$ cat config.mk
export PLATFORM = sky130hd
export DESIGN_NAME = binary_bitmap_downscaler_flat
export DESIGN_NICKNAME = d
export VERILOG_FILES = /design/src/hw/rtl/bbd_pkg.sv /design/src/hw/rtl/bbd_if.sv /design/src/hw/rtl/bbd_steps.sv /design/src/hw/rtl/bbd_front.sv /design/src/hw/rtl/bbd_queue.sv /design/src/hw/rtl/binary_bitmap_downscaler.sv /design/src/flat_wrapper.sv
export SDC_FILE = /design/constraint.sdc
export NUM_CORES = 1
export LEC_CHECK = 0
export ABC_AREA = 1
export BUFFER_PORTS_ARGS = -buffer_cell sky130_fd_sc_hd__buf_2
export CAP_MARGIN = 20
export CELL_PAD_IN_SITES_DETAIL_PLACEMENT = 0
export CELL_PAD_IN_SITES_GLOBAL_PLACEMENT = 1
export CORE_MARGIN = 4
export CORE_UTILIZATION = 30
export DETAILED_ROUTE_END_ITERATION = 6
export PLACE_DENSITY_LB_ADDON = 0.2
export SLEW_MARGIN = 20
export SYNTH_ARGS = -nofsm -noshare
export SYNTH_HDL_FRONTEND = slang
export SYNTH_HIERARCHICAL = 1
export SYNTH_SLANG_ARGS = --single-unit
$ cat constraint.sdc
create_clock -name clk -period 16.31 [get_ports clk]
set_clock_uncertainty 0.2 [all_clocks]
set_input_delay 3.262 -clock clk [delete_from_list [all_inputs] [get_ports clk]]
set_output_delay 3.262 -clock clk [all_outputs]
set_load 0.01 [all_outputs]
$ cat src/hw/rtl/bbd_pkg.sv
// Shared types and constants for the binary bitmap downscaler.
`timescale 1ns / 1ps
package bbd_pkg;

  localparam int CFG_IDX_W   = 4;
  localparam int CFG_DATA_W  = 11;
  localparam int PCT_W       = 8;
  localparam int TGT_W       = 10;
  localparam int QUEUE_DEPTH = 4;

  localparam logic [PCT_W-1:0] PERCENT_FULL = 8'd100;
  localparam int PCT_FULL_W = $clog2(int'(PERCENT_FULL) + 1);

  localparam logic [CFG_DATA_W-1:0] RST_SRC_WIDTH  = 11'd144;
  localparam logic [CFG_DATA_W-1:0] RST_SRC_HEIGHT = 11'd168;
  localparam logic [PCT_W-1:0]      RST_WIDTH_PCT  = 8'd100;
  localparam logic [PCT_W-1:0]      RST_HEIGHT_PCT = 8'd100;

  typedef enum logic [CFG_IDX_W-1:0] {
    CFG_SRC_WIDTH  = 4'd0,
    CFG_SRC_HEIGHT = 4'd1,
    CFG_WIDTH_PCT  = 4'd2,
    CFG_HEIGHT_PCT = 4'd3
  } cfg_idx_t;

  typedef struct packed {
    logic             pixel_out;
    logic [TGT_W-1:0] target_col;
    logic [TGT_W-1:0] target_row;
    logic             row_end;
    logic             frame_end;
  } res_t;

endpackage

$ cat src/hw/rtl/bbd_if.sv
// Handshake interfaces for the pixel, result and configuration channels.
`timescale 1ns / 1ps
interface pixel_if;
  logic valid;
  logic ready;
  logic pixel_in;
  modport source (output valid, output pixel_in, input ready);
  modport sink (input valid, input pixel_in, output ready);
endinterface

interface result_if import bbd_pkg::*; ();
  logic             valid;
  logic             ready;
  logic             pixel_out;
  logic [TGT_W-1:0] target_col;
  logic [TGT_W-1:0] target_row;
  logic             row_end;
  logic             frame_end;
  modport source (output valid, output pixel_out, output target_col, output target_row,
                  output row_end, output frame_end, input ready);
  modport sink (input valid, input pixel_out, input target_col, input target_row,
                input row_end, input frame_end, output ready);
endinterface

interface cfg_if import bbd_pkg::*; ();
  logic                  valid;
  logic                  ready;
  logic [CFG_IDX_W-1:0]  index;
  logic [CFG_DATA_W-1:0] data;
  modport source (output valid, output index, output data, input ready);
  modport sink (input valid, input index, input data, output ready);
endinterface

$ cat src/hw/rtl/bbd_steps.sv
// Configuration registers and the iterative derivation of target sizes and step terms.
`timescale 1ns / 1ps
module bbd_steps import bbd_pkg::*; #(
  parameter int MAX_DIM = 1024,
  parameter int DIM_W   = 11
) (
  input  logic                  clk,
  input  logic                  rst,
  input  logic                  cfg_we,
  input  logic [CFG_IDX_W-1:0]  cfg_index,
  input  logic [CFG_DATA_W-1:0] cfg_data,
  output logic                  ready,
  output logic                  enable,
  output logic [DIM_W-1:0]      sw,
  output logic [DIM_W-1:0]      sh,
  output logic [DIM_W-1:0]      tw,
  output logic [DIM_W-1:0]      th,
  output logic [DIM_W-1:0]      col_int,
  output logic [DIM_W-1:0]      col_frac,
  output logic [DIM_W-1:0]      row_int,
  output logic [DIM_W-1:0]      row_frac
);

  localparam int QW    = DIM_W + PCT_W;
  localparam int DVW   = (DIM_W > PCT_FULL_W) ? DIM_W : PCT_FULL_W;
  localparam int CNT_W = $clog2(QW);

  // Reciprocal of the percent base, rounded up. Its error times any dividend below
  // 2**QW stays under 2**RECIP_SH, so the shifted product is the exact floor.
  localparam int RECIP_SH = QW + PCT_FULL_W;
  localparam int RECIP_W  = QW + 1;
  localparam logic [RECIP_W-1:0] RECIP_K =
    RECIP_W'(((64'd1 << RECIP_SH) + 64'(PERCENT_FULL) - 64'd1) / 64'(PERCENT_FULL));

  typedef enum logic [1:0] {S_LOAD, S_RUN, S_DONE} state_t;
  typedef enum logic [1:0] {PH_TW, PH_TH, PH_COL, PH_ROW} phase_t;

  state_t                state;
  phase_t                phase;
  logic [CFG_DATA_W-1:0] reg_sw, reg_sh;
  logic [PCT_W-1:0]      reg_wp, reg_hp;
  logic [QW-1:0]         dvd;
  logic [DVW-1:0]        rem, dvs;
  logic [CNT_W-1:0]      cnt;
  logic [DIM_W-1:0]      tw_r, th_r, col_int_r, col_frac_r, row_int_r, row_frac_r;

  logic [DIM_W-1:0] mul_a;
  logic [PCT_W-1:0] mul_pct;
  logic [QW-1:0]    product;
  logic [QW-1:0]    dvd_load;
  logic [DVW-1:0]   dvs_load;
  logic [DVW:0]     rem_sh;
  logic             ge;
  logic [DVW-1:0]   rem_next;
  logic [QW-1:0]    dvd_next;
  logic [QW+RECIP_W-1:0] pct_prod;
  logic [DIM_W-1:0]      pct_quot;

  function automatic logic [DIM_W-1:0] clamp_dim(input logic [CFG_DATA_W-1:0] v);
    if (v == '0) return DIM_W'(1);
    else if (int'(v) > MAX_DIM) return DIM_W'(MAX_DIM);
    else return DIM_W'(v);
  endfunction

  assign sw = clamp_dim(reg_sw);
  assign sh = clamp_dim(reg_sh);

  assign mul_a    = (phase == PH_TH) ? sh : sw;
  assign mul_pct  = (phase == PH_TH) ? reg_hp : reg_wp;
  assign product  = QW'(mul_a) * QW'(mul_pct);

  // The registered size times percent is divided by the percent base in one step.
  assign pct_prod = (QW+RECIP_W)'(dvd) * (QW+RECIP_W)'(RECIP_K);
  assign pct_quot = pct_prod[RECIP_SH +: DIM_W];

  always_comb begin
    case (phase)
      PH_TW, PH_TH: begin
        dvd_load = product;
        dvs_load = DVW'(PERCENT_FULL);
      end
      PH_COL: begin
        dvd_load = QW'(sw);
        dvs_load = DVW'(tw_r);
      end
      PH_ROW: begin
        dvd_load = QW'(sh);
        dvs_load = DVW'(th_r);
      end
      default: begin
        dvd_load = '0;
        dvs_load = '0;
      end
    endcase
  end

  // One quotient bit per cycle: shift in the next dividend bit, subtract if it fits.
  assign rem_sh   = {rem, dvd[QW-1]};
  assign ge       = rem_sh >= {1'b0, dvs};
  assign rem_next = ge ? DVW'(rem_sh - {1'b0, dvs}) : DVW'(rem_sh);
  assign dvd_next = {dvd[QW-2:0], ge};

  always_ff @(posedge clk) begin
    if (rst) begin
      state  <= S_LOAD;
      phase  <= PH_TW;
      reg_sw <= RST_SRC_WIDTH;
      reg_sh <= RST_SRC_HEIGHT;
      reg_wp <= RST_WIDTH_PCT;
      reg_hp <= RST_HEIGHT_PCT;
    end else begin
      case (state)
        S_LOAD: begin
          dvd   <= dvd_load;
          dvs   <= dvs_load;
          rem   <= '0;
          cnt   <= CNT_W'(QW - 1);
          state <= S_RUN;
        end
        S_RUN: begin
          dvd <= dvd_next;
          rem <= rem_next;
          cnt <= cnt - CNT_W'(1);
          case (phase)
            PH_TW: begin
              tw_r  <= pct_quot;
              phase <= PH_TH;
              state <= S_LOAD;
            end
            PH_TH: begin
              th_r  <= pct_quot;
              phase <= PH_COL;
              state <= S_LOAD;
            end
            PH_COL: begin
              if (cnt == '0) begin
                col_int_r  <= DIM_W'(dvd_next);
                col_frac_r <= DIM_W'(rem_next);
                phase      <= PH_ROW;
                state      <= S_LOAD;
              end
            end
            PH_ROW: begin
              if (cnt == '0) begin
                row_int_r  <= DIM_W'(dvd_next);
                row_frac_r <= DIM_W'(rem_next);
                state      <= S_DONE;
              end
            end
            default: state <= S_DONE;
          endcase
        end
        S_DONE: state <= S_DONE;
        default: state <= S_LOAD;
      endcase

      // A write restarts the derivation so the next frame sees the new setting.
      if (cfg_we) begin
        case (cfg_idx_t'(cfg_index))
          CFG_SRC_WIDTH:  reg_sw <= cfg_data;
          CFG_SRC_HEIGHT: reg_sh <= cfg_data;
          CFG_WIDTH_PCT:  reg_wp <= cfg_data[PCT_W-1:0];
          CFG_HEIGHT_PCT: reg_hp <= cfg_data[PCT_W-1:0];
          default: ;
        endcase
        state <= S_LOAD;
        phase <= PH_TW;
      end
    end
  end

  assign ready    = (state == S_DONE);
  assign enable   = (reg_wp <= PERCENT_FULL) && (reg_hp <= PERCENT_FULL) &&
                    (tw_r != '0) && (th_r != '0);
  assign tw       = tw_r;
  assign th       = th_r;
  assign col_int  = col_int_r;
  assign col_frac = col_frac_r;
  assign row_int  = row_int_r;
  assign row_frac = row_frac_r;

  a_write_restarts: assert property (@(posedge clk) disable iff (rst)
    cfg_we |=> !ready)
    else $error("step terms reported ready right after a register write");

  a_target_fits: assert property (@(posedge clk) disable iff (rst)
    ready && enable |-> (tw <= sw) && (th <= sh))
    else $error("target size exceeds source size");

  a_frac_below_tgt: assert property (@(posedge clk) disable iff (rst)
    ready && enable |-> (col_frac < tw) && (row_frac < th))
    else $error("remainder step not below target size");

endmodule

$ cat src/hw/rtl/bbd_front.sv
// Front end: takes source pixels, walks the source position and picks target pixels.
`timescale 1ns / 1ps
module bbd_front import bbd_pkg::*; #(
  parameter int DIM_W = 11
) (
  input  logic             clk,
  input  logic             rst,
  input  logic             in_valid,
  output logic             in_ready,
  input  logic             pixel,
  input  logic             steps_ready,
  input  logic             steps_enable,
  input  logic [DIM_W-1:0] steps_sw,
  input  logic [DIM_W-1:0] steps_sh,
  input  logic [DIM_W-1:0] steps_tw,
  input  logic [DIM_W-1:0] steps_th,
  input  logic [DIM_W-1:0] steps_col_int,
  input  logic [DIM_W-1:0] steps_col_frac,
  input  logic [DIM_W-1:0] steps_row_int,
  input  logic [DIM_W-1:0] steps_row_frac,
  input  logic             q_full,
  output logic             push,
  output res_t             item
);

  logic [DIM_W-1:0] src_col, src_row;
  logic [DIM_W:0]   next_sel_col, next_sel_row;
  logic [DIM_W-1:0] col_error, row_error, out_col, out_row;

  logic             lat_enable;
  logic [DIM_W-1:0] lat_sw, lat_sh, lat_tw, lat_th;
  logic [DIM_W-1:0] lat_col_int, lat_col_frac, lat_row_int, lat_row_frac;

  logic             frame_start, accept, row_sel, hit, last_col, last_row;
  logic             eff_enable;
  logic [DIM_W-1:0] eff_sw, eff_sh, eff_tw, eff_th;
  logic [DIM_W-1:0] eff_col_int, eff_col_frac, eff_row_int, eff_row_frac;
  logic [DIM_W:0]   col_sum, row_sum;
  logic             col_wrap, row_wrap;
  logic [DIM_W-1:0] col_error_next, row_error_next;
  logic [DIM_W:0]   next_sel_col_next, next_sel_row_next;

  assign frame_start = (src_col == '0) && (src_row == '0);

  // At a frame start the freshly derived terms apply to this pixel already.
  assign eff_enable   = frame_start ? steps_enable   : lat_enable;
  assign eff_sw       = frame_start ? steps_sw       : lat_sw;
  assign eff_sh       = frame_start ? steps_sh       : lat_sh;
  assign eff_tw       = frame_start ? steps_tw       : lat_tw;
  assign eff_th       = frame_start ? steps_th       : lat_th;
  assign eff_col_int  = frame_start ? steps_col_int  : lat_col_int;
  assign eff_col_frac = frame_start ? steps_col_frac : lat_col_frac;
  assign eff_row_int  = frame_start ? steps_row_int  : lat_row_int;
  assign eff_row_frac = frame_start ? steps_row_frac : lat_row_frac;

  assign in_ready = !q_full && (!frame_start || steps_ready);
  assign accept   = in_valid && in_ready;

  assign row_sel = eff_enable && ({1'b0, src_row} == next_sel_row) && (out_row < eff_th);
  assign hit     = row_sel && ({1'b0, src_col} == next_sel_col) && (out_col < eff_tw);
  assign push    = accept && hit;

  assign item.pixel_out  = pixel;
  assign item.target_col = TGT_W'(out_col);
  assign item.target_row = TGT_W'(out_row);
  assign item.row_end    = (out_col == eff_tw - DIM_W'(1));
  assign item.frame_end  = (out_col == eff_tw - DIM_W'(1)) && (out_row == eff_th - DIM_W'(1));

  assign col_sum           = {1'b0, col_error} + {1'b0, eff_col_frac};
  assign col_wrap          = col_sum >= {1'b0, eff_tw};
  assign col_error_next    = col_wrap ? DIM_W'(col_sum - {1'b0, eff_tw}) : DIM_W'(col_sum);
  assign next_sel_col_next = next_sel_col + {1'b0, eff_col_int} + (DIM_W+1)'(col_wrap);

  assign row_sum           = {1'b0, row_error} + {1'b0, eff_row_frac};
  assign row_wrap          = row_sum >= {1'b0, eff_th};
  assign row_error_next    = row_wrap ? DIM_W'(row_sum - {1'b0, eff_th}) : DIM_W'(row_sum);
  assign next_sel_row_next = next_sel_row + {1'b0, eff_row_int} + (DIM_W+1)'(row_wrap);

  assign last_col = ({1'b0, src_col} + (DIM_W+1)'(1)) >= {1'b0, eff_sw};
  assign last_row = ({1'b0, src_row} + (DIM_W+1)'(1)) >= {1'b0, eff_sh};

  always_ff @(posedge clk) begin
    if (rst) begin
      src_col      <= '0;
      src_row      <= '0;
      next_sel_col <= '0;
      col_error    <= '0;
      out_col      <= '0;
      next_sel_row <= '0;
      row_error    <= '0;
      out_row      <= '0;
    end else if (accept) begin
      if (frame_start) begin
        lat_enable   <= steps_enable;
        lat_sw       <= steps_sw;
        lat_sh       <= steps_sh;
        lat_tw       <= steps_tw;
        lat_th       <= steps_th;
        lat_col_int  <= steps_col_int;
        lat_col_frac <= steps_col_frac;
        lat_row_int  <= steps_row_int;
        lat_row_frac <= steps_row_frac;
      end
      if (hit) begin
        next_sel_col <= next_sel_col_next;
        col_error    <= col_error_next;
        out_col      <= out_col + DIM_W'(1);
      end
      if (!last_col) begin
        src_col <= src_col + DIM_W'(1);
      end else begin
        src_col      <= '0;
        next_sel_col <= '0;
        col_error    <= '0;
        out_col      <= '0;
        if (row_sel) begin
          next_sel_row <= next_sel_row_next;
          row_error    <= row_error_next;
          out_row      <= out_row + DIM_W'(1);
        end
        if (last_row) begin
          src_row      <= '0;
          next_sel_row <= '0;
          row_error    <= '0;
          out_row      <= '0;
        end else begin
          src_row <= src_row + DIM_W'(1);
        end
      end
    end
  end

  a_frame_wraps: assert property (@(posedge clk) disable iff (rst)
    accept && last_col && last_row |=> frame_start)
    else $error("last source pixel did not return to the frame start");

  a_counts_bounded: assert property (@(posedge clk) disable iff (rst)
    !frame_start && lat_enable |-> (out_row <= lat_th) && (out_col <= lat_tw))
    else $error("target position ran past the target size");

endmodule

$ cat src/hw/rtl/bbd_queue.sv
// Back end: short result queue that drives the output channel from registers.
`timescale 1ns / 1ps
module bbd_queue import bbd_pkg::*; (
  input  logic clk,
  input  logic rst,
  input  logic push,
  input  res_t push_item,
  output logic full,
  output logic out_valid,
  input  logic out_ready,
  output res_t out_item
);

  localparam int PTR_W = $clog2(QUEUE_DEPTH);

  res_t             entries [QUEUE_DEPTH];
  logic [PTR_W-1:0] wr_ptr, rd_ptr;
  logic [PTR_W:0]   count;
  logic             pop;

  assign full      = (count == (PTR_W+1)'(QUEUE_DEPTH));
  assign out_valid = (count != '0);
  assign out_item  = entries[rd_ptr];
  assign pop       = out_valid && out_ready;

  always_ff @(posedge clk) begin
    if (push) begin
      entries[wr_ptr] <= push_item;
    end
  end

  always_ff @(posedge clk) begin
    if (rst) begin
      wr_ptr <= '0;
      rd_ptr <= '0;
      count  <= '0;
    end else begin
      if (push) wr_ptr <= wr_ptr + PTR_W'(1);
      if (pop) rd_ptr <= rd_ptr + PTR_W'(1);
      case ({push, pop})
        2'b10:   count <= count + (PTR_W+1)'(1);
        2'b01:   count <= count - (PTR_W+1)'(1);
        default: count <= count;
      endcase
    end
  end

  a_no_overflow: assert property (@(posedge clk) disable iff (rst)
    push |-> !full)
    else $error("result pushed into a full queue");

  a_fill_tracks: assert property (@(posedge clk) disable iff (rst)
    push && !pop |=> count == $past(count) + (PTR_W+1)'(1))
    else $error("queue fill count lost a request");

endmodule

$ cat src/hw/rtl/binary_bitmap_downscaler.sv
// A selected pixel is written into the four-entry result queue as it is accepted; the
// queue drives the result channel. Throughput: one source pixel per cycle while the
// queue has room; output stalls fill it and then stall the input. After reset or any
// register write, the step terms are derived anew; only a frame's first pixel waits.
// Reset is synchronous and active high; registers return to 144 x 168 at 100 percent.
`timescale 1ns / 1ps
module binary_bitmap_downscaler import bbd_pkg::*; #(
  parameter int MAX_DIM = 1024
) (
  input  logic     clk,
  input  logic     rst,
  pixel_if.sink    pix_in,
  result_if.source res_out,
  cfg_if.sink      cfg
);

  localparam int DIM_W = $clog2(MAX_DIM + 1);

  logic             steps_ready, steps_enable;
  logic [DIM_W-1:0] steps_sw, steps_sh, steps_tw, steps_th;
  logic [DIM_W-1:0] steps_col_int, steps_col_frac, steps_row_int, steps_row_frac;
  logic             q_full, push;
  res_t             push_item, out_item;

  assign cfg.ready = 1'b1;

  bbd_steps #(
    .MAX_DIM (MAX_DIM),
    .DIM_W   (DIM_W)
  ) u_steps (
    .clk       (clk),
    .rst       (rst),
    .cfg_we    (cfg.valid),
    .cfg_index (cfg.index),
    .cfg_data  (cfg.data),
    .ready     (steps_ready),
    .enable    (steps_enable),
    .sw        (steps_sw),
    .sh        (steps_sh),
    .tw        (steps_tw),
    .th        (steps_th),
    .col_int   (steps_col_int),
    .col_frac  (steps_col_frac),
    .row_int   (steps_row_int),
    .row_frac  (steps_row_frac)
  );

  bbd_front #(
    .DIM_W (DIM_W)
  ) u_front (
    .clk            (clk),
    .rst            (rst),
    .in_valid       (pix_in.valid),
    .in_ready       (pix_in.ready),
    .pixel          (pix_in.pixel_in),
    .steps_ready    (steps_ready),
    .steps_enable   (steps_enable),
    .steps_sw       (steps_sw),
    .steps_sh       (steps_sh),
    .steps_tw       (steps_tw),
    .steps_th       (steps_th),
    .steps_col_int  (steps_col_int),
    .steps_col_frac (steps_col_frac),
    .steps_row_int  (steps_row_int),
    .steps_row_frac (steps_row_frac),
    .q_full         (q_full),
    .push           (push),
    .item           (push_item)
  );

  bbd_queue u_queue (
    .clk       (clk),
    .rst       (rst),
    .push      (push),
    .push_item (push_item),
    .full      (q_full),
    .out_valid (res_out.valid),
    .out_ready (res_out.ready),
    .out_item  (out_item)
  );

  assign res_out.pixel_out  = out_item.pixel_out;
  assign res_out.target_col = out_item.target_col;
  assign res_out.target_row = out_item.target_row;
  assign res_out.row_end    = out_item.row_end;
  assign res_out.frame_end  = out_item.frame_end;

endmodule

$ cat src/flat_wrapper.sv
// flat-port wrapper written by rule: the top's interface ports become plain ports
module binary_bitmap_downscaler_flat import bbd_pkg::*;
#(
  parameter int MAX_DIM = 1024
)
  (clk, rst, pix_in_valid, pix_in_pixel_in, pix_in_ready, res_out_valid, res_out_pixel_out, res_out_target_col, res_out_target_row, res_out_row_end, res_out_frame_end, res_out_ready, cfg_valid, cfg_index, cfg_data, cfg_ready);
  pixel_if pix_in_i ();
  result_if res_out_i ();
  cfg_if cfg_i ();
  input  logic clk;
  input  logic rst;
  input wire logic [$bits(pix_in_i.valid)-1:0] pix_in_valid;
  input wire logic [$bits(pix_in_i.pixel_in)-1:0] pix_in_pixel_in;
  output wire logic [$bits(pix_in_i.ready)-1:0] pix_in_ready;
  output wire logic [$bits(res_out_i.valid)-1:0] res_out_valid;
  output wire logic [$bits(res_out_i.pixel_out)-1:0] res_out_pixel_out;
  output wire logic [$bits(res_out_i.target_col)-1:0] res_out_target_col;
  output wire logic [$bits(res_out_i.target_row)-1:0] res_out_target_row;
  output wire logic [$bits(res_out_i.row_end)-1:0] res_out_row_end;
  output wire logic [$bits(res_out_i.frame_end)-1:0] res_out_frame_end;
  input wire logic [$bits(res_out_i.ready)-1:0] res_out_ready;
  input wire logic [$bits(cfg_i.valid)-1:0] cfg_valid;
  input wire logic [$bits(cfg_i.index)-1:0] cfg_index;
  input wire logic [$bits(cfg_i.data)-1:0] cfg_data;
  output wire logic [$bits(cfg_i.ready)-1:0] cfg_ready;
  assign pix_in_i.valid = pix_in_valid;
  assign pix_in_i.pixel_in = pix_in_pixel_in;
  assign pix_in_ready = pix_in_i.ready;
  assign res_out_valid = res_out_i.valid;
  assign res_out_pixel_out = res_out_i.pixel_out;
  assign res_out_target_col = res_out_i.target_col;
  assign res_out_target_row = res_out_i.target_row;
  assign res_out_row_end = res_out_i.row_end;
  assign res_out_frame_end = res_out_i.frame_end;
  assign res_out_i.ready = res_out_ready;
  assign cfg_i.valid = cfg_valid;
  assign cfg_i.index = cfg_index;
  assign cfg_i.data = cfg_data;
  assign cfg_ready = cfg_i.ready;
  binary_bitmap_downscaler #(.MAX_DIM(MAX_DIM)) u_core (.clk(clk), .rst(rst), .pix_in(pix_in_i), .res_out(res_out_i), .cfg(cfg_i));
endmodule
### Word-level counts from Yosys, hierarchy flattened

Memory sizes are Yosys's and may differ from the RTL's. A register that Yosys moved wholly into a read port is not among the register bits.
Cells that the tools add are included.

| cells by class | value |
|---|---|
| shifts and indexed selects | 0 |
| bitwise gates (word level) | 1 |
| add/sub/neg operators | 22 |
| div/mod/pow operators | 0 |
| multiply operators | 2 |
| muxes and demuxes | 48 |
| eq/ne operators | 18 |
| magnitude comparators | 11 |
| reduce and logical (&&, ||, !) cells | 50 |

Operator list:

| operator | number |
|---|---|
| 2-to-1 mux 11 bit | 26 |
| >= comparator 12 x 11 -> 1 bit | 5 |
| case mux 19 bit (3 select lines) | 1 |
| 2-to-1 mux 12 bit | 4 |
| adder 11 x 1 -> 11 bit, second input constant | 4 |
| logical NOT 11 bit | 4 |
| case mux 19 bit (2 select lines) | 1 |
| multiplier 19 x 20 -> 37 bit, second input constant | 1 |
| case mux 11 bit (3 select lines) | 1 |
| subtractor 11 bit | 3 |
| adder 11 x 1 -> 12 bit, second input constant | 2 |
| adder 11 x 11 -> 12 bit | 2 |
| adder 12 x 1 -> 12 bit | 2 |
| adder 12 x 11 -> 12 bit | 2 |
| equality test 11 x 12 -> 1 bit | 2 |
| equality test 11 bit | 2 |
| greater-than comparator 11 bit, second input constant | 2 |
| less-than comparator 11 bit | 2 |
| case mux 11 bit (2 select lines) | 1 |
| nonzero test 11 bit | 2 |
| subtractor 11 x 1 -> 11 bit, second input constant | 2 |
| AND reduction 2 bit | 10 |
| multiplier 11 x 8 -> 19 bit | 1 |
| case mux 2 bit (3 select lines) | 3 |
| other kinds (29) | 67 |

| word-level totals | value |
|---|---|
| output and inout bits | 26 |
| bits in latches | 0 |
| logic and storage cells | 189 |
| flip-flop bits (word level) | 340 |
| ROM bits | 0 |
| bits of input ports | 21 |
| RAM bits | 92 |
| memories | 1 |

Memories:

| name | depth | width | read ports | clocked after memory_dff | write ports | line | RTL |
|---|---|---|---|---|---|---|---|
| u_core.u_queue.entries | 4 | 23 | 1 | 1 | 1 | bbd_queue.sv:16 | `res_t entries [QUEUE_DEPTH];` |

### Depth between registers and ports, before layout

| logic depth | value |
|---|---|
| depth after elaboration | 12 |
| gate-level depth with buffers | 45 |

### By module

The synthesis kept the hierarchy.

By module, submodules not included:

| module | area an instance (um^2) | instances | cells an instance |
|---|---|---|---|
| bbd_steps | 16664.7 | 1 | 1985 |
| bbd_front | 14099.8 | 1 | 1983 |
| bbd_queue | 4212.8 | 1 | 288 |
| binary_bitmap_downscaler | 11.3 | 1 | 2 |

### Least setup slack after synthesis

Ideal clock, no wire load.

| timing | value |
|---|---|
| kind | input port to flip-flop |
| start | input rst |
| end | register u_core.u_front.lat_col_frac[0] (enable) |
| arrival | 7428 ps |
| required time | 15573 ps |
| cell stages on the path | 3 |
| slack | 8144 ps |
| buffers on the path | 2 |
| cell sequence | clkbuf_1 > clkbuf_1 > nor2_1 |

| on the way | value |
|---|---|
| cells in the longest elaborated chain, start to end | 2 |

RTL lines:

| element | line | RTL |
|---|---|---|
| start: declaration | flat_wrapper.sv:11 | `input logic rst;` |
| NOT 1 bit (no line) | n/a |  |
| AND reduction 2 bit (no line) | n/a |  |
| end signal: assignment | bbd_front.sv:100 | `lat_col_frac <= steps_col_frac;` |
| end: declaration | bbd_front.sv:32 | `logic [DIM_W-1:0] lat_col_int, lat_col_frac, lat_row_int, lat_row_frac;` |

No other way between the ends.
A chain may end at the register's enable or synchronous reset.

### Final worst setup path

| timing | value |
|---|---|
| start | register u_core.u_front.src_row[0] |
| end | register u_core.u_front.next_sel_row[9] |

| on the way | value |
|---|---|
| cells in the longest elaborated chain, start to end | 8 |
| elaborated cells between the ends (all ways) | 27 |

RTL lines:

| element | line | RTL |
|---|---|---|
| start: declaration | bbd_front.sv:26 | `logic [DIM_W-1:0] src_col, src_row;` |
| start signal: assignment | bbd_front.sv:127 | `src_row <= src_row + DIM_W'(1);` |
| logical NOT 11 bit | bbd_front.sv:43 | `assign frame_start = (src_col == '0) && (src_row == '0);` |
| logical AND 1 bit | bbd_front.sv:43 |  |
| 2-to-1 mux 11 bit | n/a |  |
| net u_core.u_front.eff_row_frac[2] | bbd_front.sv:37 | `logic [DIM_W-1:0] eff_col_int, eff_col_frac, eff_row_int, eff_row_frac;` |
| adder 11 x 11 -> 12 bit | bbd_front.sv:74 | `assign row_sum = {1'b0, row_error} + {1'b0, eff_row_frac};` |
| >= comparator 12 x 11 -> 1 bit | bbd_front.sv:75 | `assign row_wrap = row_sum >= {1'b0, eff_th};` |
| adder 12 x 1 -> 12 bit | bbd_front.sv:77 | `assign next_sel_row_next = next_sel_row + {1'b0, eff_row_int} + (DIM_W+1)'(row_wrap);` |
| 2-to-1 mux 12 bit | bbd_front.sv:116 | `if (row_sel) begin` |
| 2-to-1 mux 12 bit | bbd_front.sv:121 | `if (last_row) begin` |
| end signal: assignment | bbd_front.sv:117 | `next_sel_row <= next_sel_row_next;` |
| end: declaration | bbd_front.sv:27 | `logic [DIM_W:0] next_sel_col, next_sel_row;` |

The timed path passes the listed nets, and every way through them passes these cells. The select of a mux whose other input is x is not followed.

==> results.sh <==
export IMPL_status="complete, no violations"
export IMPL_clock_fmax_ghz=0.119
export IMPL_top_flip_flop_cell_by_instance_count_after_synthesis="edfxtp_1"
export IMPL_coreArea_um2=116000
export IMPL_worst_r2r_cell_count=35
export IMPL_globalRouteTotalUtil=0.174
export IMPL_setup_tns_final_ns=0
export IMPL_drt_drc_violations_left=0
export IMPL_hold_viol_final=0
export IMPL_nets=4813
export IMPL_synthDominantCellAreaShare=0.251
export IMPL_sequential_cell_area_fraction_in_the_yosys_report=0.332
export IMPL_async_flop_share=0
export IMPL_netlist_cell_type_count=73
export IMPL_syn_instance_count=4258
export IMPL_number_of_antenna_violations_at_the_first_check_in_global_routing=1
export IMPL_io_buffer_count=45
export IMPL_timing_critical_path_to_type="flop"
export IMPL_htree_levels=2
export IMPL_timing_critical_path_from_type="flop"
export IMPL_num_antenna_cells=0
export IMPL_worst_path_stages=35
export IMPL_clkLatencyLatePin_ns=0.66
export IMPL_grt_start_max_net_pins=66
export IMPL_gp_congestion=0.840
export IMPL_finalInstanceArea_um2=38600
export IMPL_final_antenna_net_count=0
export IMPL_yosys_cell_count_top_type="nand2_1"
export IMPL_cp_arrival_ns=8.70
export IMPL_clk_transition_reported_paths_ns=0.06
export IMPL_layout_drive_gt1_share=0.0786
export IMPL_post_cts_resize_count=0
export IMPL_vias=27236
export IMPL_cts_setup_buffers=0
export IMPL_met2_usage=0.294
export IMPL_required_ns=16.64
export IMPL_worst_pin_slew_ns=1.06
export IMPL_finish_cell_count_without_fillers=5838
export IMPL_syn_area_per_cell_um2=8.22
export IMPL_detailed_place_area_um2=36600
export IMPL_hold_path_class="flop to flop"
export IMPL_critical_path_max_stage_delay_ns=0.62
export IMPL_clk_root_buffer_cell="clkbuf_16"
export IMPL_fp_dieH_um=350
export IMPL_die_w_um=350
export IMPL_hold_depth=2
export IMPL_dr_pass1_iters=5
export IMPL_cts_path_max_buffers=3
export IMPL_path_class="flop to flop"
export IMPL_synth_area_um2=35000
export IMPL_gr_met3_demand_resource=0.0214
export IMPL_viasPerCell=4.67
export IMPL_cpMostUsedCell="nand2_1"
export IMPL_grt_pass1_wl_um=164000
export IMPL_cp_slowest_cell="nand3_4"
export IMPL_synth_area_leaders="edfxtp_1, ha_1, nand2_1"
export IMPL_drtIter0Drc=1560
export IMPL_nFillCells=12405
export IMPL_max_cap_violations=0
export IMPL_cts_hold_buffers_added=0
export IMPL_cts_tree="done"
export IMPL_first_global_vias=27229
export IMPL_die_area_um2=122000
export IMPL_i_o_pin_count=47
export IMPL_synthesis_nets=4802
export IMPL_synth_seq_cells=434
export IMPL_timing_final_setup_violations=0
export IMPL_area_delta_synth_final_pct=10.2
export IMPL_final_period_minus_worst_setup_slack_ns=8.37
export IMPL_numPlacedInstances=5737
export IMPL_globalRouteOverflowTotal=0
export IMPL_final_max_slew_viol_count=0
export IMPL_met1_use_gr=0.238
export IMPL_crit_path_max_fanout=43
export IMPL_gr_max_usage_layer="met2"
export IMPL_timing_critical_path_buf_inv=5
export IMPL_cpLargestDelayFamily="simple AND/OR/NAND/NOR gates"
export IMPL_synthesis_yosys_warnings=6
export IMPL_routedWlPerCell_um=18.2
export IMPL_numCtsBuffers=53
export IMPL_cell_type_contributing_the_most_total_cell_area_after_synthesis="edfxtp_1"
export IMPL_num_rows=125
export IMPL_synth_common_cells="nand2_1, inv_1, nor2_1, ha_1, edfxtp_1"
export IMPL_period_share=0.513
export IMPL_place_hpwl_um=83200
export IMPL_edff_count_synth=293
export IMPL_drt_wl_total_um=106000
export IMPL_timing_slew_headroom=0.288
export IMPL_grt_setup_unrepaired="no"
export IMPL_worst_hold_slack_ns=0.259
export IMPL_cts_sink_count=434
export IMPL_initial_utilization=0.301
==> metrics by stage <==
step                       util  setup WS (ns)
after floorplan               -           8.14
after global placement    0.315           8.08
after detailed placement  0.315           7.94
after CTS                 0.332           7.92
after global routing      0.332           7.02
final                     0.332           7.94
==> placed cells by master (no fill, tap or decap), types with 9 or more instances in the layout <==
| master | n |
|---|---|
| xnor2_1 | 35 |
| inv_1 | 697 |
| clkinv_2 | 10 |
| o21ai_2 | 27 |
| nor3_1 | 32 |
| inv_2 | 16 |
| nor2_2 | 28 |
| or2_2 | 22 |
| bufinv_16 | 9 |
| a21oi_1 | 243 |
| nand2_2 | 21 |
| fa_1 | 189 |
| nor2_4 | 16 |
| o21ai_1 | 22 |
| clkinv_1 | 13 |
| dfxtp_1 | 140 |
| nand3b_1 | 18 |
| nand4_1 | 48 |
| clkbuf_16 | 54 |
| nand3_1 | 163 |
| o22ai_2 | 16 |
| ha_1 | 334 |
| edfxtp_1 | 293 |
| nor2_1 | 352 |
| xor2_1 | 59 |
| nand2_1 | 1047 |
| buf_4 | 24 |
| buf_2 | 44 |
| o21ai_0 | 177 |
| nor4_1 | 13 |
| o22ai_1 | 11 |
| o21bai_1 | 13 |
==> final cells by class <==
cell class	count	area [um2]	area share
Inverter	722	2730	0.0708
Tap cell	1524	1910	0.0495
Sequential cell	434	11600	0.301
Clock inverter	34	483	0.0125
Timing Repair Buffer	71	483	0.0125
Clock buffer	66	1440	0.0373
Multi-Input combinational cell	2987	19900	0.516
==> path summary, 6_finish.rpt <==
kind / startpoint / to / slack [ns]
max: u_core/u_front/src_row[0] / u_core/u_front/next_sel_row[9] / 7.94
min: u_core/u_steps/reg_wp[0] / u_core/u_steps/reg_wp[0] / 0.26
max reg2reg: u_core/u_front/src_row[0] / u_core/u_front/next_sel_row[9] / 7.94
min reg2reg: u_core/u_steps/reg_wp[0] / u_core/u_steps/reg_wp[0] / 0.26
==> cells by family after synthesis <==
group,share of synthesized area
and+or+nand+nor,0.220
buffers and inverters,0.0999
AOI/OAI and AO/OA,0.0964
adders and majority gates,0.228
DFF,0.332
xor gates and xnor gates,0.0235
other,0.000107
==> worst min-delay path: cells and delay by family (launching register included) <==
kind / cells / cell delay (ns)
DFF: 1 / 0.30
buffers and inverters: 1 / 0.06
AOI/OAI and AO/OA: 1 / 0.05
==> flip-flops by register name, summed over array words and instances, names as in the netlist, 12 cells and up, named ones only <==
signal / flops
u_core/u_front/next_sel_col: 12
u_core/u_front/next_sel_row: 12
u_core/u_queue/entries: 92
u_core/u_steps/dvd: 19
==> layer usage <==
| metal | vias up | part of all wire |
|---|---|---|
| met5 | - | 0 |
| met4 | 0 | 0.021 |
| met2 | 373 | 0.47 |
| li1 | 13753 | - |
| met3 | 111 | 0.032 |
| met1 | 12999 | 0.48 |
Power is left out: the tool's default activity adds up to more than one toggle a clock period on the data nets, which glitch-free logic cannot reach.
